$ cat config.mk
export PLATFORM = sky130hd
export DESIGN_NAME = gfhs_front
export DESIGN_NICKNAME = d
export VERILOG_FILES = /design/src/rtl/core/gfhs_pkg.sv /design/src/rtl/core/gfhs_front.sv
export SDC_FILE = /design/constraint.sdc
export NUM_CORES = 1
export LEC_CHECK = 0
export BUFFER_PORTS_ARGS = -buffer_cell sky130_fd_sc_hd__buf_2
export CAP_MARGIN = 20
export CORE_AREA = 4 4 221 223
export DETAILED_ROUTE_END_ITERATION = 7
export DIE_AREA = 0 0 225 227
export GPL_ROUTABILITY_DRIVEN = 0
export GPL_TIMING_DRIVEN = 1
export PLACE_DENSITY = 0.3
export REMOVE_ABC_BUFFERS = 1
export SYNTH_ARGS = -nofsm -noshare
export SYNTH_HDL_FRONTEND = slang
export SYNTH_SLANG_ARGS = --single-unit
$ cat constraint.sdc
create_clock -name vclk -period 2
set_input_delay 0.5 -clock vclk [all_inputs]
set_output_delay 0.5 -clock vclk [all_outputs]
set_load 0.005 [all_outputs]
$ cat src/rtl/core/gfhs_pkg.sv
// Shared types, constants, coefficient tables and saturating helpers
// of the harmonic sum block. Depends on nothing.
`default_nettype none

package gfhs_pkg;

   localparam int CSR_ADDR_W  = 3;
   localparam int THR_W       = 29;
   localparam int OUT_W       = 48;
   localparam int NORM_W      = 44;
   localparam int K_W         = 28;
   localparam int TAB_DEPTH   = 16;
   localparam int QUEUE_DEPTH = 2;
   localparam int QPTR_W      = $clog2(QUEUE_DEPTH);
   localparam int QCNT_W      = $clog2(QUEUE_DEPTH + 1);

   localparam logic signed [63:0] ONE_Q28 = 64'sd268435456;
   localparam logic signed [63:0] S64_MAX = 64'sh7fff_ffff_ffff_ffff;
   localparam logic signed [63:0] S64_MIN = 64'sh8000_0000_0000_0000;

   typedef struct packed {
      logic [3:0]         degree;
      logic [3:0]         order;
      logic [30:0]        radius_power;
      logic signed [31:0] coef_g;
      logic signed [31:0] coef_h;
      logic signed [29:0] cos_m_lon;
      logic signed [29:0] sin_m_lon;
      logic signed [31:0] legendre_p;
      logic signed [31:0] legendre_dp;
      logic [28:0]        cos_lat;
      logic signed [29:0] sin_lat;
      logic               last;
      logic               term_ok;
      logic               order_one;
      logic               degree_one;
   } term_type;

   typedef struct packed {
      logic               start;
      logic signed [63:0] a;
      logic signed [63:0] b;
   } mul_req_type;

   typedef struct packed {
      logic               done;
      logic signed [63:0] q;
      logic signed [63:0] raw;
   } mul_rsp_type;

   typedef struct packed {
      logic        start;
      logic [63:0] dividend;
      logic [28:0] divisor;
   } div_req_type;

   typedef struct packed {
      logic        done;
      logic        ovf;
      logic [47:0] quot;
   } div_rsp_type;

   typedef logic [NORM_W-1:0] norm_tab_type [TAB_DEPTH];
   typedef logic [K_W-1:0]    k_tab_type    [TAB_DEPTH];

   // Elaboration-time helpers used only to build the constant tables.
   function automatic logic [63:0] udiv64(input logic [63:0] num, input logic [63:0] den);
      logic [63:0] quo;
      logic [64:0] rem;
      quo = '0;
      rem = '0;
      for (int i = 63; i >= 0; i--) begin
         rem = {rem[63:0], num[i]};
         if (rem >= {1'b0, den}) begin
            rem    = rem - {1'b0, den};
            quo[i] = 1'b1;
         end
      end
      return quo;
   endfunction

   function automatic logic [63:0] isqrt64(input logic [63:0] x_in);
      logic [63:0] x;
      logic [63:0] r;
      logic [63:0] b;
      x = x_in;
      r = '0;
      b = 64'd1 << 62;
      while (b > x) b = b >> 2;
      while (b != 0) begin
         if (x >= r + b) begin
            x = x - (r + b);
            r = (r >> 1) + b;
         end else begin
            r = r >> 1;
         end
         b = b >> 2;
      end
      return r;
   endfunction

   function automatic logic [63:0] pole_norm_calc(input int n);
      logic [63:0] c;
      logic [63:0] s;
      c = 64'd1;
      for (int i = 1; i <= n; i++) begin
         c = udiv64(c * 64'd2 * 64'(2 * i - 1), 64'(i));
      end
      s = isqrt64(udiv64(64'(2 * n) << 56, 64'(n + 1)));
      return (c * s + (64'd1 << (n - 1))) >> n;
   endfunction

   function automatic logic [63:0] pole_k_calc(input int n);
      logic [63:0] num;
      logic [63:0] den;
      num = 64'((n - 1) * (n - 1) - 1) << 28;
      den = 64'((2 * n - 1) * (2 * n - 3));
      return udiv64(num + (den >> 1), den);
   endfunction

   function automatic norm_tab_type build_norm_tab();
      norm_tab_type t;
      for (int n = 0; n < TAB_DEPTH; n++) begin
         t[n] = (n == 0) ? '0 : NORM_W'(pole_norm_calc(n));
      end
      return t;
   endfunction

   function automatic k_tab_type build_k_tab();
      k_tab_type t;
      for (int n = 0; n < TAB_DEPTH; n++) begin
         t[n] = (n < 2) ? '0 : K_W'(pole_k_calc(n));
      end
      return t;
   endfunction

   localparam norm_tab_type NORM_TAB = build_norm_tab();
   localparam k_tab_type    K_TAB    = build_k_tab();

   function automatic logic signed [63:0] sadd64(input logic signed [63:0] a,
                                                 input logic signed [63:0] b);
      logic signed [63:0] s;
      s = a + b;
      if (a[63] == b[63] && s[63] != a[63]) s = a[63] ? S64_MIN : S64_MAX;
      return s;
   endfunction

   function automatic logic signed [63:0] ssub64(input logic signed [63:0] a,
                                                 input logic signed [63:0] b);
      logic signed [63:0] s;
      s = a - b;
      if (a[63] != b[63] && s[63] != a[63]) s = a[63] ? S64_MIN : S64_MAX;
      return s;
   endfunction

   function automatic logic signed [OUT_W-1:0] sat48(input logic signed [63:0] v);
      logic signed [OUT_W-1:0] r;
      if (v > 64'sh0000_7fff_ffff_ffff)      r = {1'b0, {(OUT_W-1){1'b1}}};
      else if (v < -64'sh0000_8000_0000_0000) r = {1'b1, {(OUT_W-1){1'b0}}};
      else                                    r = v[OUT_W-1:0];
      return r;
   endfunction

endpackage

`default_nettype wire

$ cat src/rtl/core/gfhs_front.sv
// Front end: takes input transfers, checks and classifies each term.
// Depends on gfhs_pkg; feeds gfhs_queue.
`default_nettype none

module gfhs_front
   import gfhs_pkg::*;
#(
   parameter int MAX_DEGREE = 12
) (
   input  wire logic               req_valid,
   output logic                    req_stall,
   input  wire logic [3:0]         req_degree,
   input  wire logic [3:0]         req_order,
   input  wire logic [30:0]        req_radius_power,
   input  wire logic signed [31:0] req_coef_g,
   input  wire logic signed [31:0] req_coef_h,
   input  wire logic signed [29:0] req_cos_m_lon,
   input  wire logic signed [29:0] req_sin_m_lon,
   input  wire logic signed [31:0] req_legendre_p,
   input  wire logic signed [31:0] req_legendre_dp,
   input  wire logic [28:0]        req_cos_lat,
   input  wire logic signed [29:0] req_sin_lat,
   input  wire logic               req_last,
   input  wire logic               queue_full,
   output logic                    push,
   output term_type                entry
);

   localparam logic [4:0] MAX_DEG = 5'(MAX_DEGREE);

   assign req_stall = queue_full;
   assign push      = req_valid && !queue_full;

   always_comb begin
      entry              = '0;
      entry.degree       = req_degree;
      entry.order        = req_order;
      entry.radius_power = req_radius_power;
      entry.coef_g       = req_coef_g;
      entry.coef_h       = req_coef_h;
      entry.cos_m_lon    = req_cos_m_lon;
      entry.sin_m_lon    = req_sin_m_lon;
      entry.legendre_p   = req_legendre_p;
      entry.legendre_dp  = req_legendre_dp;
      entry.cos_lat      = req_cos_lat;
      entry.sin_lat      = req_sin_lat;
      entry.last         = req_last;
      // A term out of range contributes nothing but still carries its last flag.
      entry.term_ok      = (req_degree != 4'd0) && ({1'b0, req_degree} <= MAX_DEG) &&
                           (req_order <= req_degree);
      entry.order_one    = (req_order == 4'd1);
      entry.degree_one   = (req_degree == 4'd1);
   end

endmodule

`default_nettype wire

### Yosys cells after proc, flatten, opt, wreduce, memory -nomap -nowiden

Index checks and enable logic that the tools add are counted.

* magnitude comparators: 2
* eq/ne operators: 2
* reductions and logical operators: 5

Operators with widths (number)
* $eq 4x1->1 const B: 2
* $le 4x4->1: 1
* $le 4x4->1 const B: 1
* $reduce_bool 4->1: 1
* $logic_and 1x1->1: 3
* $logic_not 1->1: 1

* bits in registers: 0
* input port bits: 289
* output and inout bits: 292

### Longest topological paths before layout

* depth in word-level cells: 3
* depth in mapped cells: 5

### Least setup slack after synthesis

Ideal clock, no wire load.

* path type: input-to-output
* from: in req_degree[1]
* to: out entry[2] in the netlist's numbering
* arrival: 1.302 ns
* setup slack: 0.198 ns
* cell stages on the path: 5
* path buffers: 0
* cell sequence: inv_1 ha_1 nor2b_1 o2111ai_1 and4_1

RTL lines
* start: declaration: RTL line gfhs_front.sv:12 `input wire logic [3:0] req_degree,`
* end: declaration: RTL line gfhs_front.sv:26 `output term_type entry`

==> flow_metrics.py <==
metrics = {
    "sta": {
        "final.min_clock_period_ns": 1.99,
        "slew_violations": 0,
        "hold-worst-slack_ns": 1.00,
        "clock.fmax_ghz": 0.502,
        "worst_slew_pin_slew_ns": 0.304,
        "final_hold_viol_count": 0,
        "fin_ws_ns": 0.00751,
        "setup_viol": 0,
        "post-route-period-util_pct": 99.6,
        "grt_setup_unrepaired": "yes",
        "maxSlewHeadroom_pct": 79.6,
    },
    "synth": {
        "synthTopCellsByArea": "buf_4 94%, ha_1 2.2%, inv_1 0.65%, nor2b_1 0.54%, a41o_1 0.43%",
        "synth_cells": 307,
        "ys_top_cells_by_count": "288 x buf_4, 4 x ha_1, 4 x inv_1",
        "synth.yosys.warnings": 0,
        "seq_area_frac_synth_pct": 0,
        "syn-cell-area_um2": 2310,
        "yosys.area.top_type_share_pct": 93.8,
        "ys_types": 13,
        "synth.most_common_cell": "buf_4",
        "syn_avg_cell_area_um2": 7.51,
        "yosysTopAreaCell": "buf_4",
    },
    "power": {
        "vdd_drop_max_v": 0.0000558,
        "sw_frac_of_total_pct": 44.2,
        "internal_power_uw": 61.7,
        "clockPowerShare_pct": 0,
        "pwr-share-seq_pct": 0,
        "p_per_area_nw_per_um2": 92.8,
        "power.share.combinational_pct": 100.0,
        "p_sw_uw": 48.8,
        "leakagePower_nw": 0.226,
    },
    "place": {
        "port_buffers": 23,
        "dp_hpwl_um": 73200,
        "preCtsSetupSlack_ns": -0.208,
        "place_inst": 658,
    },
    "floorplanning": {
        "ios": 581,
        "core_area_um2": 46600,
        "chipHeight_um": 227,
        "rows": 79,
        "initial_core_util_pct": 4.95,
        "dieArea_um2": 51100,
        "die_width_um": 225,
    },
    "route": {
        "dr_total_vias": 1157,
        "postRouteAntennaNets": 0,
        "drt_wl_total_um": 73700,
        "avgViaCountPerCell": 1.76,
        "dr.first_iter.drc_count": 155,
        "drc": 0,
        "dr.pass1.iters": 4,
        "wl_per_cell_um": 112,
    },
    "final_layout": {
        "nets": 346,
        "layout-drive-gt1-share_pct": 84.3,
        "stdcell_count": 658,
        "finalCoreUtilization_pct": 2.56,
        "seq_cell_count": 0,
        "antenna_cells": 0,
        "area_growth_syn_to_layout_pct": -48.4,
        "nClkBuffers": 0,
        "seq_area_um2": 0,
        "num-fill-cells": 5532,
    },
    "worst_setup_path": {
        "critPathRequiredTime_ns": 1.50,
        "cp.arrival_ns": 1.49,
        "start_kind": "input port",
        "crit_fanout": 4,
        "criticalPathCategory": "input port to output port",
        "cp-end-kind": "output port",
    },
    "global_routing": {
        "grt_max_degree": 5,
        "grt.total_usage_pct": 27.3,
        "grt_pass1_wl_um": 75700,
        "grt_pass1_vias": 942,
        "grt_antenna_before_repair": 0,
        "grt_overflow_total": 0,
    },
    "clocking": {
        "postCtsHoldBufs": 0,
        "post_cts_buffers": 0,
    },
    "job": {
        "drv_cap": 0,
    },
    "status": {
        "status": "finished clean",
    },
    "hold_path": {
        "hold_path_class": "input port to output port",
    },
}
## cell families after synthesis
logic type                 share of synthesized area (%)
buffers and inverters                               94.4
and+or+nand+nor                                     2.06
adders and majority gates                           2.17
AOI/OAI and AO/OA                                   1.36
## placed cells by master (no fill, tap or decap), drive strengths merged
cell,synthesis,layout
o211ai,1,1
ha,4,4
o2111ai,1,1
inv,4,4
nor4,1,1
a41o,1,1
nand2,1,1
nor2b,2,2
or4,1,1
buf,288,32
and4,1,1
a21oi,1,1
nor4b,1,1
## power by group through the flow
stage	Combinational [mW]	Sequential (mW)	Clock [mW]
6_report	0.110	0	0
5_1_grt	0.122	0	0
4_1_cts	0.0944	0	0
3_5_place_dp	0.0800	0	0
3_3_place_gp	0.0808	0	0
2_1_floorplan	0.0217	0	0
## stage by stage
| stage | cell area (µm²) | power, mW | TNS [ns] |
|---|---|---|---|
| 4_1_cts | 1140 | 0.0944 | 0 |
| 3_5_place_dp | 1090 | 0.0800 | -0.375 |
| 5_1_grt | 1190 | 0.122 | -0.0194 |
| 2_1_floorplan | 144 | 0.0217 | 0 |
| 6_report | 1190 | 0.110 | 0 |
| 3_3_place_gp | 1090 | 0.0808 | -0.348 |
## routing by layer
metal	share of wire [%]	global-route usage [%]	up-vias	wire [µm]
li1	-	-	140	-
met1	1.2	0.647	289	856
met5	0	0.369	-	0
met2	64	62.8	646	47000
met4	6.6	14.4	0	4840
met3	28	36.8	82	20900
## critical path, stage by stage
cell,delay [ns]
buf_4,0.13
or4_1,0.51
and4_1,0.22
buf_6,0.14
## path summary, 6_finish.rpt
kind | start | end | slack, ns | cells past startpoint
hold / removal | req_cos_lat[16] | entry[50] | 1.00 | 0
setup / recovery | req_degree[3] | entry[2] | 0.008 | 4
## area by class of cell
type	count	area, µm²	share of cell area, %
Inverter	4	17.5	1.47
Multi-Input combinational cell	15	205	17.2
Tap cell	607	759	63.8
Timing Repair Buffer	32	208	17.5
## repair_timing
item / 4_1_cts / 5_1_grt
resized for setup: 13 / 8
pin swaps: 4 / 2
endpoints found under the setup margin: 2 / 1
(Power assumes the default switching activity.)
