==> src/rtl/core/gfhs_pkg.sv <==
// Shared types, constants, coefficient tables and saturating helpers
// of the harmonic sum block. Depends on nothing.
`default_nettype none

package gfhs_pkg;

   localparam int CSR_ADDR_W  = 3;
   localparam int THR_W       = 29;
   localparam int OUT_W       = 48;
   localparam int NORM_W      = 44;
   localparam int K_W         = 28;
   localparam int TAB_DEPTH   = 16;
   localparam int QUEUE_DEPTH = 2;
   localparam int QPTR_W      = $clog2(QUEUE_DEPTH);
   localparam int QCNT_W      = $clog2(QUEUE_DEPTH + 1);

   localparam logic signed [63:0] ONE_Q28 = 64'sd268435456;
   localparam logic signed [63:0] S64_MAX = 64'sh7fff_ffff_ffff_ffff;
   localparam logic signed [63:0] S64_MIN = 64'sh8000_0000_0000_0000;

   typedef struct packed {
      logic [3:0]         degree;
      logic [3:0]         order;
      logic [30:0]        radius_power;
      logic signed [31:0] coef_g;
      logic signed [31:0] coef_h;
      logic signed [29:0] cos_m_lon;
      logic signed [29:0] sin_m_lon;
      logic signed [31:0] legendre_p;
      logic signed [31:0] legendre_dp;
      logic [28:0]        cos_lat;
      logic signed [29:0] sin_lat;
      logic               last;
      logic               term_ok;
      logic               order_one;
      logic               degree_one;
   } term_type;

   typedef struct packed {
      logic               start;
      logic signed [63:0] a;
      logic signed [63:0] b;
   } mul_req_type;

   typedef struct packed {
      logic               done;
      logic signed [63:0] q;
      logic signed [63:0] raw;
   } mul_rsp_type;

   typedef struct packed {
      logic        start;
      logic [63:0] dividend;
      logic [28:0] divisor;
   } div_req_type;

   typedef struct packed {
      logic        done;
      logic        ovf;
      logic [47:0] quot;
   } div_rsp_type;

   typedef logic [NORM_W-1:0] norm_tab_type [TAB_DEPTH];
   typedef logic [K_W-1:0]    k_tab_type    [TAB_DEPTH];

   // Elaboration-time helpers used only to build the constant tables.
   function automatic logic [63:0] udiv64(input logic [63:0] num, input logic [63:0] den);
      logic [63:0] quo;
      logic [64:0] rem;
      quo = '0;
      rem = '0;
      for (int i = 63; i >= 0; i--) begin
         rem = {rem[63:0], num[i]};
         if (rem >= {1'b0, den}) begin
            rem    = rem - {1'b0, den};
            quo[i] = 1'b1;
         end
      end
      return quo;
   endfunction

   function automatic logic [63:0] isqrt64(input logic [63:0] x_in);
      logic [63:0] x;
      logic [63:0] r;
      logic [63:0] b;
      x = x_in;
      r = '0;
      b = 64'd1 << 62;
      while (b > x) b = b >> 2;
      while (b != 0) begin
         if (x >= r + b) begin
            x = x - (r + b);
            r = (r >> 1) + b;
         end else begin
            r = r >> 1;
         end
         b = b >> 2;
      end
      return r;
   endfunction

   function automatic logic [63:0] pole_norm_calc(input int n);
      logic [63:0] c;
      logic [63:0] s;
      c = 64'd1;
      for (int i = 1; i <= n; i++) begin
         c = udiv64(c * 64'd2 * 64'(2 * i - 1), 64'(i));
      end
      s = isqrt64(udiv64(64'(2 * n) << 56, 64'(n + 1)));
      return (c * s + (64'd1 << (n - 1))) >> n;
   endfunction

   function automatic logic [63:0] pole_k_calc(input int n);
      logic [63:0] num;
      logic [63:0] den;
      num = 64'((n - 1) * (n - 1) - 1) << 28;
      den = 64'((2 * n - 1) * (2 * n - 3));
      return udiv64(num + (den >> 1), den);
   endfunction

   function automatic norm_tab_type build_norm_tab();
      norm_tab_type t;
      for (int n = 0; n < TAB_DEPTH; n++) begin
         t[n] = (n == 0) ? '0 : NORM_W'(pole_norm_calc(n));
      end
      return t;
   endfunction

   function automatic k_tab_type build_k_tab();
      k_tab_type t;
      for (int n = 0; n < TAB_DEPTH; n++) begin
         t[n] = (n < 2) ? '0 : K_W'(pole_k_calc(n));
      end
      return t;
   endfunction

   localparam norm_tab_type NORM_TAB = build_norm_tab();
   localparam k_tab_type    K_TAB    = build_k_tab();

   function automatic logic signed [63:0] sadd64(input logic signed [63:0] a,
                                                 input logic signed [63:0] b);
      logic signed [63:0] s;
      s = a + b;
      if (a[63] == b[63] && s[63] != a[63]) s = a[63] ? S64_MIN : S64_MAX;
      return s;
   endfunction

   function automatic logic signed [63:0] ssub64(input logic signed [63:0] a,
                                                 input logic signed [63:0] b);
      logic signed [63:0] s;
      s = a - b;
      if (a[63] != b[63] && s[63] != a[63]) s = a[63] ? S64_MIN : S64_MAX;
      return s;
   endfunction

   function automatic logic signed [OUT_W-1:0] sat48(input logic signed [63:0] v);
      logic signed [OUT_W-1:0] r;
      if (v > 64'sh0000_7fff_ffff_ffff)      r = {1'b0, {(OUT_W-1){1'b1}}};
      else if (v < -64'sh0000_8000_0000_0000) r = {1'b1, {(OUT_W-1){1'b0}}};
      else                                    r = v[OUT_W-1:0];
      return r;
   endfunction

endpackage

`default_nettype wire

==> src/rtl/core/gfhs_queue.sv <==
// Short term queue that decouples the front end from the back end.
// Depends on gfhs_pkg.
`default_nettype none

module gfhs_queue
   import gfhs_pkg::*;
(
   input  wire logic     clock,
   input  wire logic     reset,
   input  wire logic     push,
   input  wire term_type push_data,
   input  wire logic     pop,
   output term_type      pop_data,
   output logic          full,
   output logic          empty
);

   term_type            mem_ff [QUEUE_DEPTH];
   logic [QPTR_W-1:0]   wr_ptr_ff, wr_ptr_in;
   logic [QPTR_W-1:0]   rd_ptr_ff, rd_ptr_in;
   logic [QCNT_W-1:0]   count_ff, count_in;
   logic                do_push, do_pop;

   assign full     = (count_ff == QCNT_W'(QUEUE_DEPTH));
   assign empty    = (count_ff == '0);
   assign do_push  = push && !full;
   assign do_pop   = pop && !empty;
   assign pop_data = mem_ff[rd_ptr_ff];

   always_comb begin
      wr_ptr_in = wr_ptr_ff;
      rd_ptr_in = rd_ptr_ff;
      count_in  = count_ff;
      if (do_push) wr_ptr_in = (wr_ptr_ff == QPTR_W'(QUEUE_DEPTH - 1)) ? '0 : wr_ptr_ff + 1'b1;
      if (do_pop)  rd_ptr_in = (rd_ptr_ff == QPTR_W'(QUEUE_DEPTH - 1)) ? '0 : rd_ptr_ff + 1'b1;
      if (do_push && !do_pop) count_in = count_ff + 1'b1;
      else if (do_pop && !do_push) count_in = count_ff - 1'b1;
   end

   always_ff @(posedge clock) begin
      if (reset) begin
         wr_ptr_ff <= '0;
         rd_ptr_ff <= '0;
         count_ff  <= '0;
      end else begin
         wr_ptr_ff <= wr_ptr_in;
         rd_ptr_ff <= rd_ptr_in;
         count_ff  <= count_in;
      end
   end

   always_ff @(posedge clock) begin
      if (do_push) mem_ff[wr_ptr_ff] <= push_data;
   end

endmodule

`default_nettype wire

==> config.mk <==
export PLATFORM = sky130hd
export DESIGN_NAME = gfhs_queue
export DESIGN_NICKNAME = d
export VERILOG_FILES = /design/src/rtl/core/gfhs_pkg.sv /design/src/rtl/core/gfhs_queue.sv
export SDC_FILE = /design/constraint.sdc
export NUM_CORES = 1
export LEC_CHECK = 0
export BUFFER_PORTS_ARGS = -buffer_cell sky130_fd_sc_hd__buf_2
export CAP_MARGIN = 0
export CORE_AREA = 2 2 226 228
export CTS_CLUSTER_SIZE = 20
export DETAILED_ROUTE_END_ITERATION = 10
export DIE_AREA = 0 0 228 230
export GPL_TIMING_DRIVEN = 1
export PLACE_DENSITY = 0.68
export SYNTH_ARGS = -nofsm -noshare
export SYNTH_HDL_FRONTEND = slang
export SYNTH_SLANG_ARGS = --single-unit
==> constraint.sdc <==
create_clock -name clock -period 9.11 [get_ports clock]
set_clock_uncertainty 0.1 [all_clocks]
set_input_delay 0.4555 -clock clock [delete_from_list [all_inputs] [get_ports clock]]
set_output_delay 0.4555 -clock clock [all_outputs]
set_load 0.02 [all_outputs]
=== Yosys cells after proc, flatten, opt, wreduce, memory -nomap -nowiden ===
Memories as Yosys holds them, arrays and structs flattened. A register that Yosys moved wholly into a read port is not among the register bits.
Cells that the tools add are included.

* Flip-flop bits (word level): 4
* Memory bits (writable): 580
* Input bits: 294
* Output and inout port bits: 292
* Word-level logic and storage cells: 27
* Memories: 1

* $add $sub $neg: 4
* Eq/ne operators: 1
* Multiplexer cells: 8
* Reductions and logical operators: 10

{| class="wikitable"
|+ Memory list
! memory !! words !! bits a word !! rd ports !! clocked after memory_dff !! wr ports !! line !! text
|-
| mem_ff || 2 || 290 || 1 || 1 || 1 || gfhs_queue.sv:18 || <nowiki>term_type mem_ff [QUEUE_DEPTH];</nowiki>
|}

{| class="wikitable"
|+ Operators with widths
! operator !! number
|-
| 1-bit two-way mux || 6
|-
| 1-bit logical AND || 4
|-
| 1-bit logical NOT || 4
|-
| 2-bit two-way mux || 2
|-
| 1-bit adder, second input constant || 2
|-
| 2-bit by 1-bit adder with 2-bit output, second input constant || 1
|-
| 2-bit == test, second input constant || 1
|-
| 2-bit logical NOT || 1
|-
| 2-bit nonzero test || 1
|-
| 2-bit by 1-bit subtractor with 2-bit output, second input constant || 1
|}

=== Depth between registers and ports, before layout ===
Gate-level depths: netlist of run 1.

* Word-level depth: 7
* Gate-level depth with buffers: 6
* Depth with buffers taken out: 6

=== Least setup slack after synthesis of run 1 ===
No wires, ideal clock.

* Path kind: flip-flop to flip-flop
* Start: reg count_ff[0]
* End: mem mem_ff[1][0] in the netlist's numbering, enable pin
* Setup time: 0.690 ns
* Arrival time: 7.294 ns
* Data required time: 8.320 ns
* Slack: 1.027 ns
* Stages on the path, launching flop included: 4
* Path buffers: 0
* Clock period less this slack: 8.083 ns
* Path through: dfxtp_1 nor2b_1 nor2_1 and2_1

* Cells in the longest elaborated chain, start to end: 5

{| class="wikitable"
|+ RTL lines
! what !! line !! text
|-
| start, declared || gfhs_queue.sv:21 || <nowiki>logic [QCNT_W-1:0] count_ff, count_in;</nowiki>
|-
| start signal, assigned || gfhs_queue.sv:48 || <nowiki>count_ff <= count_in;</nowiki>
|-
| 2-bit == test || gfhs_queue.sv:24 || <nowiki>assign full = (count_ff == QCNT_W'(QUEUE_DEPTH));</nowiki>
|-
| net full || gfhs_queue.sv:14 || <nowiki>output logic full,</nowiki>
|-
| 1-bit logical NOT || gfhs_queue.sv:26 || <nowiki>assign do_push = push && !full;</nowiki>
|-
| 1-bit logical AND || gfhs_queue.sv:26 ||
|-
| net do_push || gfhs_queue.sv:22 || <nowiki>logic do_push, do_pop;</nowiki>
|-
| 1-bit two-way mux || gfhs_queue.sv:53 || <nowiki>if (do_push) mem_ff[wr_ptr_ff] <= push_data;</nowiki>
|-
| 1-bit two-way mux (not written as such) || gfhs_queue.sv:53 ||
|-
| end, declared || gfhs_queue.sv:18 ||
|}

The timed path passes the listed nets, and every way through them passes these cells.

==> results of run 1 <==
-- cells by family after synthesis --
family / count (synthesis)
flops: 585
fa+ha+maj: 1
compound gates: 5
xor+xnor: 3
mux: 290
buf+inv: 34
simple gates: 9
-- cell usage after synthesis --
cell | n | area share, %
edfxtp_1 | 580 | 81
mux2_2 | 190 | 9.9
mux2_4 | 100 | 7.0
buf_2 | 20 | 0.47
buf_6 | 11 | 0.58
dfxtp_1 | 5 | 0.47
nor2_1 | 5 | 0.087
o21ai_0 | 3 | 0.070
xor2_1 | 3 | 0.12
a21oi_1 | 2 | 0.047
inv_1 | 2 | 0.035
or3_1 | 2 | 0.058
and2_1 | 1 | 0.029
buf_4 | 1 | 0.035
ha_1 | 1 | 0.058
nor2b_1 | 1 | 0.029
-- worst max-delay path, delay by kind of cell (launching register included) --
family,cells,cell delay (ps)
muxes,1,420
buffers and inverters,3,1730
DFF,1,390
-- through the flow --
step           utilization (%)  setup WS [ps]  std cells
4_1_cts                   59.9           5200       2558
2_1_floorplan                -           1030        927
3_3_place_gp              50.4           5980       2159
3_5_place_dp              50.4           5870       2159
5_1_grt                   59.9           5050       2559
6_report                  59.9           5210       2559
-- flip-flops by register name, summed over array words and instances, names as in the netlist, named ones only --
name / count
count_ff: 2
rd_ptr_ff: 1
mem_ff: 580
wr_ptr_ff: 1
-- layer usage --
layer  vias to the layer above  share of wire (%)  routed length [µm]  global-route usage [%]
met1                      6140                 37               19300                    21.6
li1                       5542                  -                   -                       -
met5                         -                  0                   0                       0
met3                       102                7.2                3720                    4.97
met4                         0                2.9                1520                    6.90
met2                       512                 53               27400                    34.9
-- cell type report --
class | count | area [µm²]
timing repair buffer | 883 | 5930
multi-input combinational | 308 | 3750
sequential | 585 | 17500
clock inverter | 36 | 274
tap | 672 | 841
clock buffer | 72 | 1530
antenna | 1 | 2.50
inverter | 2 | 15.0
fill | 3573 | 20000
-- final timing paths --
check                                   to  slack, ps  depth (start not counted)
hold reg to reg                   register        450                          2
setup / recovery              pop_data[10]       5210                          4
hold / removal                    register        210                          4
setup reg to reg  mem_ff[1][153]$_DFFE_PP_       5990                          4
-- power by group --
part / internal [mW] / total [mW] / switching, mW
Sequential: 3.39 / 3.48 / 0.0945
Clock: 1.30 / 2.26 / 0.963
Combinational: 0.975 / 2.36 / 1.39
Total: 5.66 / 8.10 / 2.44
==> run_results.csv, run 1 <==
group,metric,value,unit
outcome,status,"complete, no violations",
clock_network,clk_pin_slew_worst_paths,60,ps
floorplanning,die_y,230,µm
floorplanning,die_area,52400,µm²
power_and_ir_drop,total_power,8.10,mW
cells_and_area,drive_gt1_share,51.1,%
clock_network,ctsResizeCount,0,
global_route,grt_overflow,0,
worst_setup_path,crit_required,8550,ps
sta,fin_crit_sh,42.8,%
synth,yosys.area_share.simple,0.204,%
floorplanning,ios,586,
routing,drt-initial-drc-count,632,
routing,routedWlPerCell,20.3,µm
global_route,grt_pass1_vias,13300,
clock_network,htreeDepth,2,
synth,ys_seq_elements,585,
routing,wirelength,51900,µm
placement,port-buffer-count,585,
sta,slew_headroom,10.8,%
clock_network,cts_root_buffer,"clkbuf_16",
floorplanning,num_rows,82,
synth,synth_top_family_by_area,"multiplexers",
worst_setup_path,crit_path_top_delay_cell,"buf_4",
clock_network,cts_setup_buffers,0,
sta,tns,0,ps
routing,remaining_drc_errors,0,
worst_setup_path,max_stage_delay,850,ps
power_and_ir_drop,ir_drop,0.274,mV
placement,dp_hpwl,32900,µm
floorplanning,initial_core_util,43.1,%
floorplanning,core_area,49900,µm²
synth,syn_avg_cell_area,23.2,µm²
clock_network,clockBufferDepth,3,
synth,synth_compound_area_share,0.116,%
clock_network,cts_sinks,585,
synth,ys_warn_count,0,
worst_setup_path,path_common_cell,"buf_4",
clock_network,cts_made_buffers,58,
cells_and_area,design_area,29900,µm²
worst_setup_path,crit_arrival,3340,ps
sta,clock.fmax,257,MHz
sta,report.final.hold_viol_count,0,
power_and_ir_drop,power.leakage,11.4,nW
job,cap_violations,0,
cells_and_area,num-nets-final,2133,
synth,ys_seq_area_share,81.5,%
cells_and_area,layout_common_cells,"buf_2, edfxtp_1, dlygate4sd3_1, mux2_2, mux2_4",
routing,vias,12300,
placement,gp_congestion,0.859,
routing,antenna_left,0,
floorplanning,die_width,228,µm
global_route,antenna_found_initial,1,
synth,synth_nets,1222,
synth,syn_area,21500,µm²
synth,synth-xor-area-share,0.122,%
min_path,hp-start,"pop",
cells_and_area,final_common_cell,"buf_2",
clock_network,cts_tree,"yes",
placement,postPlaceCellArea,25100,µm²
clock_network,cts_hold_buffers,291,
cells_and_area,syn_to_final_growth,38.9,%
power_and_ir_drop,p_per_area,271,nW/µm²
sta,slew_violations,0,
synth,yosys.area_share.adder,0.0582,%
global_route,grt_max_degree,150,
worst_setup_path,r2r_start,"count_ff[0]$_SDFFE_PP0P_",
worst_setup_path,endpoint_kind,"output port",
worst_setup_path,cp_cell_sequence,"buf_4 -> buf_4 -> mux2_2 -> buf_2",
global_route,grt.total_usage,19.1,%
synth,synth.distinct_cells,16,
sta,rsz0062_at_grt,"no",
sta,finalSetupViolations,0,
routing,first_pass_iters,5,
sta,max_slew.worst_pin.slew,1340,ps
synth,syn_inst,927,
sta,fin_crit,3900,ps
sta,hold_slack,211,ps
worst_setup_path,crit_fanout,73,
clock_network,insertion_delay,600,ps
routing,avgViaCountPerCell,4.81,
global_route,grt_pass1_wl,76900,µm
worst_setup_path,crit_type,"reg2out",
synth,synth_mux_area_share,16.9,%
worst_setup_path,worst_setup_path_start_kind,"register",
min_path,hold_class,"in2reg",
No activity file was read; power rests on OpenSTA's default activity.
==> inputs of run 2 (changes only) <==
ABC_AREA = 1   (was default)
clock period = 4 ns   (was 9.11 ns; I/O delays follow)
==> run 2 against run 1 <==
  * Routed wire length fell by 1.3%
  * Core utilization rose by 0.49 points
  * Clock power rose by 120%
  * Worst hold slack improved by 12 ps
  * Critical path depth fell by 1
  * Flip-flop and latch count did not move
  * First-iteration DRC count rose by 6.0%
  * Total power rose by 120%
  * Register-to-register slack got worse by 4300 ps
  * Sequential share of layout area fell by 0.47 points
==> run_results.csv, run 2 <==
group,metric,value,unit
outcome,status,"complete, no violations",
clock_network,ctsResizeCount,0,
synth,syn_area,21500,µm²
job,cap_violations,0,
routing,first_pass_iters,5,
synth,synth.distinct_cells,16,
power_and_ir_drop,total_power,17.9,mW
routing,wirelength,51300,µm
sta,finalSetupViolations,0,
sta,slew_headroom,25.6,%
worst_setup_path,crit_arrival,2570,ps
sta,clock.fmax,349,MHz
global_route,grt_pass1_vias,13400,
synth,ys_seq_area_share,81.4,%
floorplanning,die_width,228,µm
floorplanning,initial_core_util,43.2,%
placement,dp_hpwl,32600,µm
cells_and_area,syn_to_final_growth,39.8,%
synth,ys_warn_count,0,
sta,fin_crit_sh,71.7,%
routing,vias,12300,
clock_network,clockBufferDepth,3,
global_route,grt_overflow,0,
floorplanning,core_area,49900,µm²
clock_network,cts_made_buffers,57,
cells_and_area,nFillCells,3569,
synth,syn_inst,939,
cells_and_area,stdcell_count,2595,
sta,fin_crit,2870,ps
worst_setup_path,worst_setup_path_start_kind,"register",
clock_network,cts_sinks,585,
worst_setup_path,r2r_start,"count_ff[1]$_SDFFE_PP0P_",
cells_and_area,multi_input_area,3780,µm²
sta,max_slew.worst_pin.slew,1110,ps
worst_setup_path,crit_type,"reg2out",
clock_network,insertion_delay,600,ps
synth,ys_seq_elements,585,
power_and_ir_drop,p_per_area,594,nW/µm²
sta,hold_slack,224,ps
clock_network,htreeDepth,2,
global_route,grt_pass1_wl,77000,µm
sta,report.final.hold_viol_count,0,
sta,tns,0,ps
worst_setup_path,crit_required,3700,ps
clock_network,cts_tree,"yes",
cells_and_area,design_area,30100,µm²
routing,avgViaCountPerCell,4.75,
synth,syn_avg_cell_area,22.9,µm²
cells_and_area,layout_common_cells,"buf_2, edfxtp_1, dlygate4sd3_1, mux2_2, mux2_4",
cells_and_area,largest_reg_flops,580,
synth,synth_nets,1234,
global_route,antenna_found_initial,8,
routing,routedWlPerCell,19.8,µm
floorplanning,ios,586,
min_path,hold_class,"in2reg",
synth,synthTopCellsByArea,"edfxtp_1, mux2_2, mux2_4, buf_6, buf_2",
floorplanning,die_area,52400,µm²
routing,drt-initial-drc-count,670,
worst_setup_path,crit_fanout,56,
routing,antenna_left,0,
floorplanning,num_rows,82,
routing,remaining_drc_errors,0,
placement,gp_congestion,0.843,
min_path,hp-start,"push_data[75]",
global_route,grt.total_usage,19.0,%
sta,fin_ws,1130,ps
sta,slew_violations,0,
cells_and_area,final_common_cell,"buf_2",
cells_and_area,drive_gt1_share,51.4,%
placement,port-buffer-count,585,
placement,dp.cells,2190,
worst_setup_path,endpoint_kind,"output port",
cells_and_area,top_register,"mem_ff",
power_and_ir_drop,power.leakage,11.5,nW
global_route,grt_max_degree,152,
power_and_ir_drop,ir_drop,0.448,mV
placement,postPlaceCellArea,25400,µm²
synth,synth_commonest_cells,"edfxtp_1, mux2_2, mux2_4, buf_2, buf_6",
cells_and_area,seq_area,17500,µm²
synth,yosysTopAreaCell,"edfxtp_1",
cells_and_area,finalCoreUtilization,60.4,%
synth,async_flop_share,0,%
placement,post-place-ws,1660,ps
cells_and_area,num-nets-final,2165,
clock_network,clk_pin_slew_worst_paths,60,ps
synth,synth_top_area_share,80.9,%
floorplanning,die_y,230,µm
synth,synth_top_flop_cell,"edfxtp_1",
synth,synth.most_common_cell,"edfxtp_1",
clock_network,cts_root_buffer,"clkbuf_16",
synth,synth_edf_count,580,
sta,rsz0062_at_grt,"no",
cells_and_area,reg_top3,"mem_ff: 580 flops, count_ff: 2 flops",
## run 2: cell types whose count changed after synthesis, moves of 2 or more
cell / previous run / this run
inv_1: 2 / 9
nand2_1: 0 / 4
nor2_1: 5 / 9
xor2_1: 3 / 0
o21ai_0: 3 / 5
or3_1: 2 / 0
## run 2: repair_timing
action,4_1_cts,5_1_grt
endpoints found under the hold margin,585,0
hold buffers,293,0
setup buffers,0,0
## run 2: area by class of cell
cell class | instances | area share [%]
diodes | 9 | 0.0748
repair buffers | 904 | 20.4
clock buffers | 72 | 5.07
clock inverters | 31 | 0.761
flip-flops and latches | 585 | 58.2
well taps | 672 | 2.79
multi-input cells | 313 | 12.5
inverters | 9 | 0.112
## run 2: final timing paths
kind	end	slack, ps	depth (start not counted)
worst max-delay path	pop_data[87]	1130	3
worst max register to register	mem_ff[1][86]$_DFFE_PP_	1710	4
worst min register to register	wr_ptr_ff$_SDFFE_PP0P_	430	2
worst min-delay path	mem_ff[0][75]$_DFFE_PP_	220	2
## run 2: kinds of logic after synthesis
family / count (synthesis) / synth area share (%)
AO/OA/AOI/OAI: 6 / 0.139
adder cells (fa/ha/maj): 1 / 0.0581
buffers and inverters: 41 / 1.23
AND/OR/NAND/NOR: 16 / 0.308
multiplexers: 290 / 16.9
flip-flops: 585 / 81.4
## run 2: where the power goes
group | switching (mW) | internal (mW)
clock | 2.18 | 2.88
sequential | 0.256 | 7.76
combinational | 2.81 | 1.99
total | 5.25 | 12.6
## run 2: critical path: stages (launching register included)
cell,delay (ps)
dfxtp_4,900
buf_4,450
mux2_2,390
buf_2,170
## run 2: layer usage
layer	track usage (%)	vias to the layer above	wire, µm
li1	-	5617	-
met5	0	-	0
met1	22.3	6127	19500
met4	6.60	0	1490
met3	5.67	98	3900
met2	33.5	491	26400
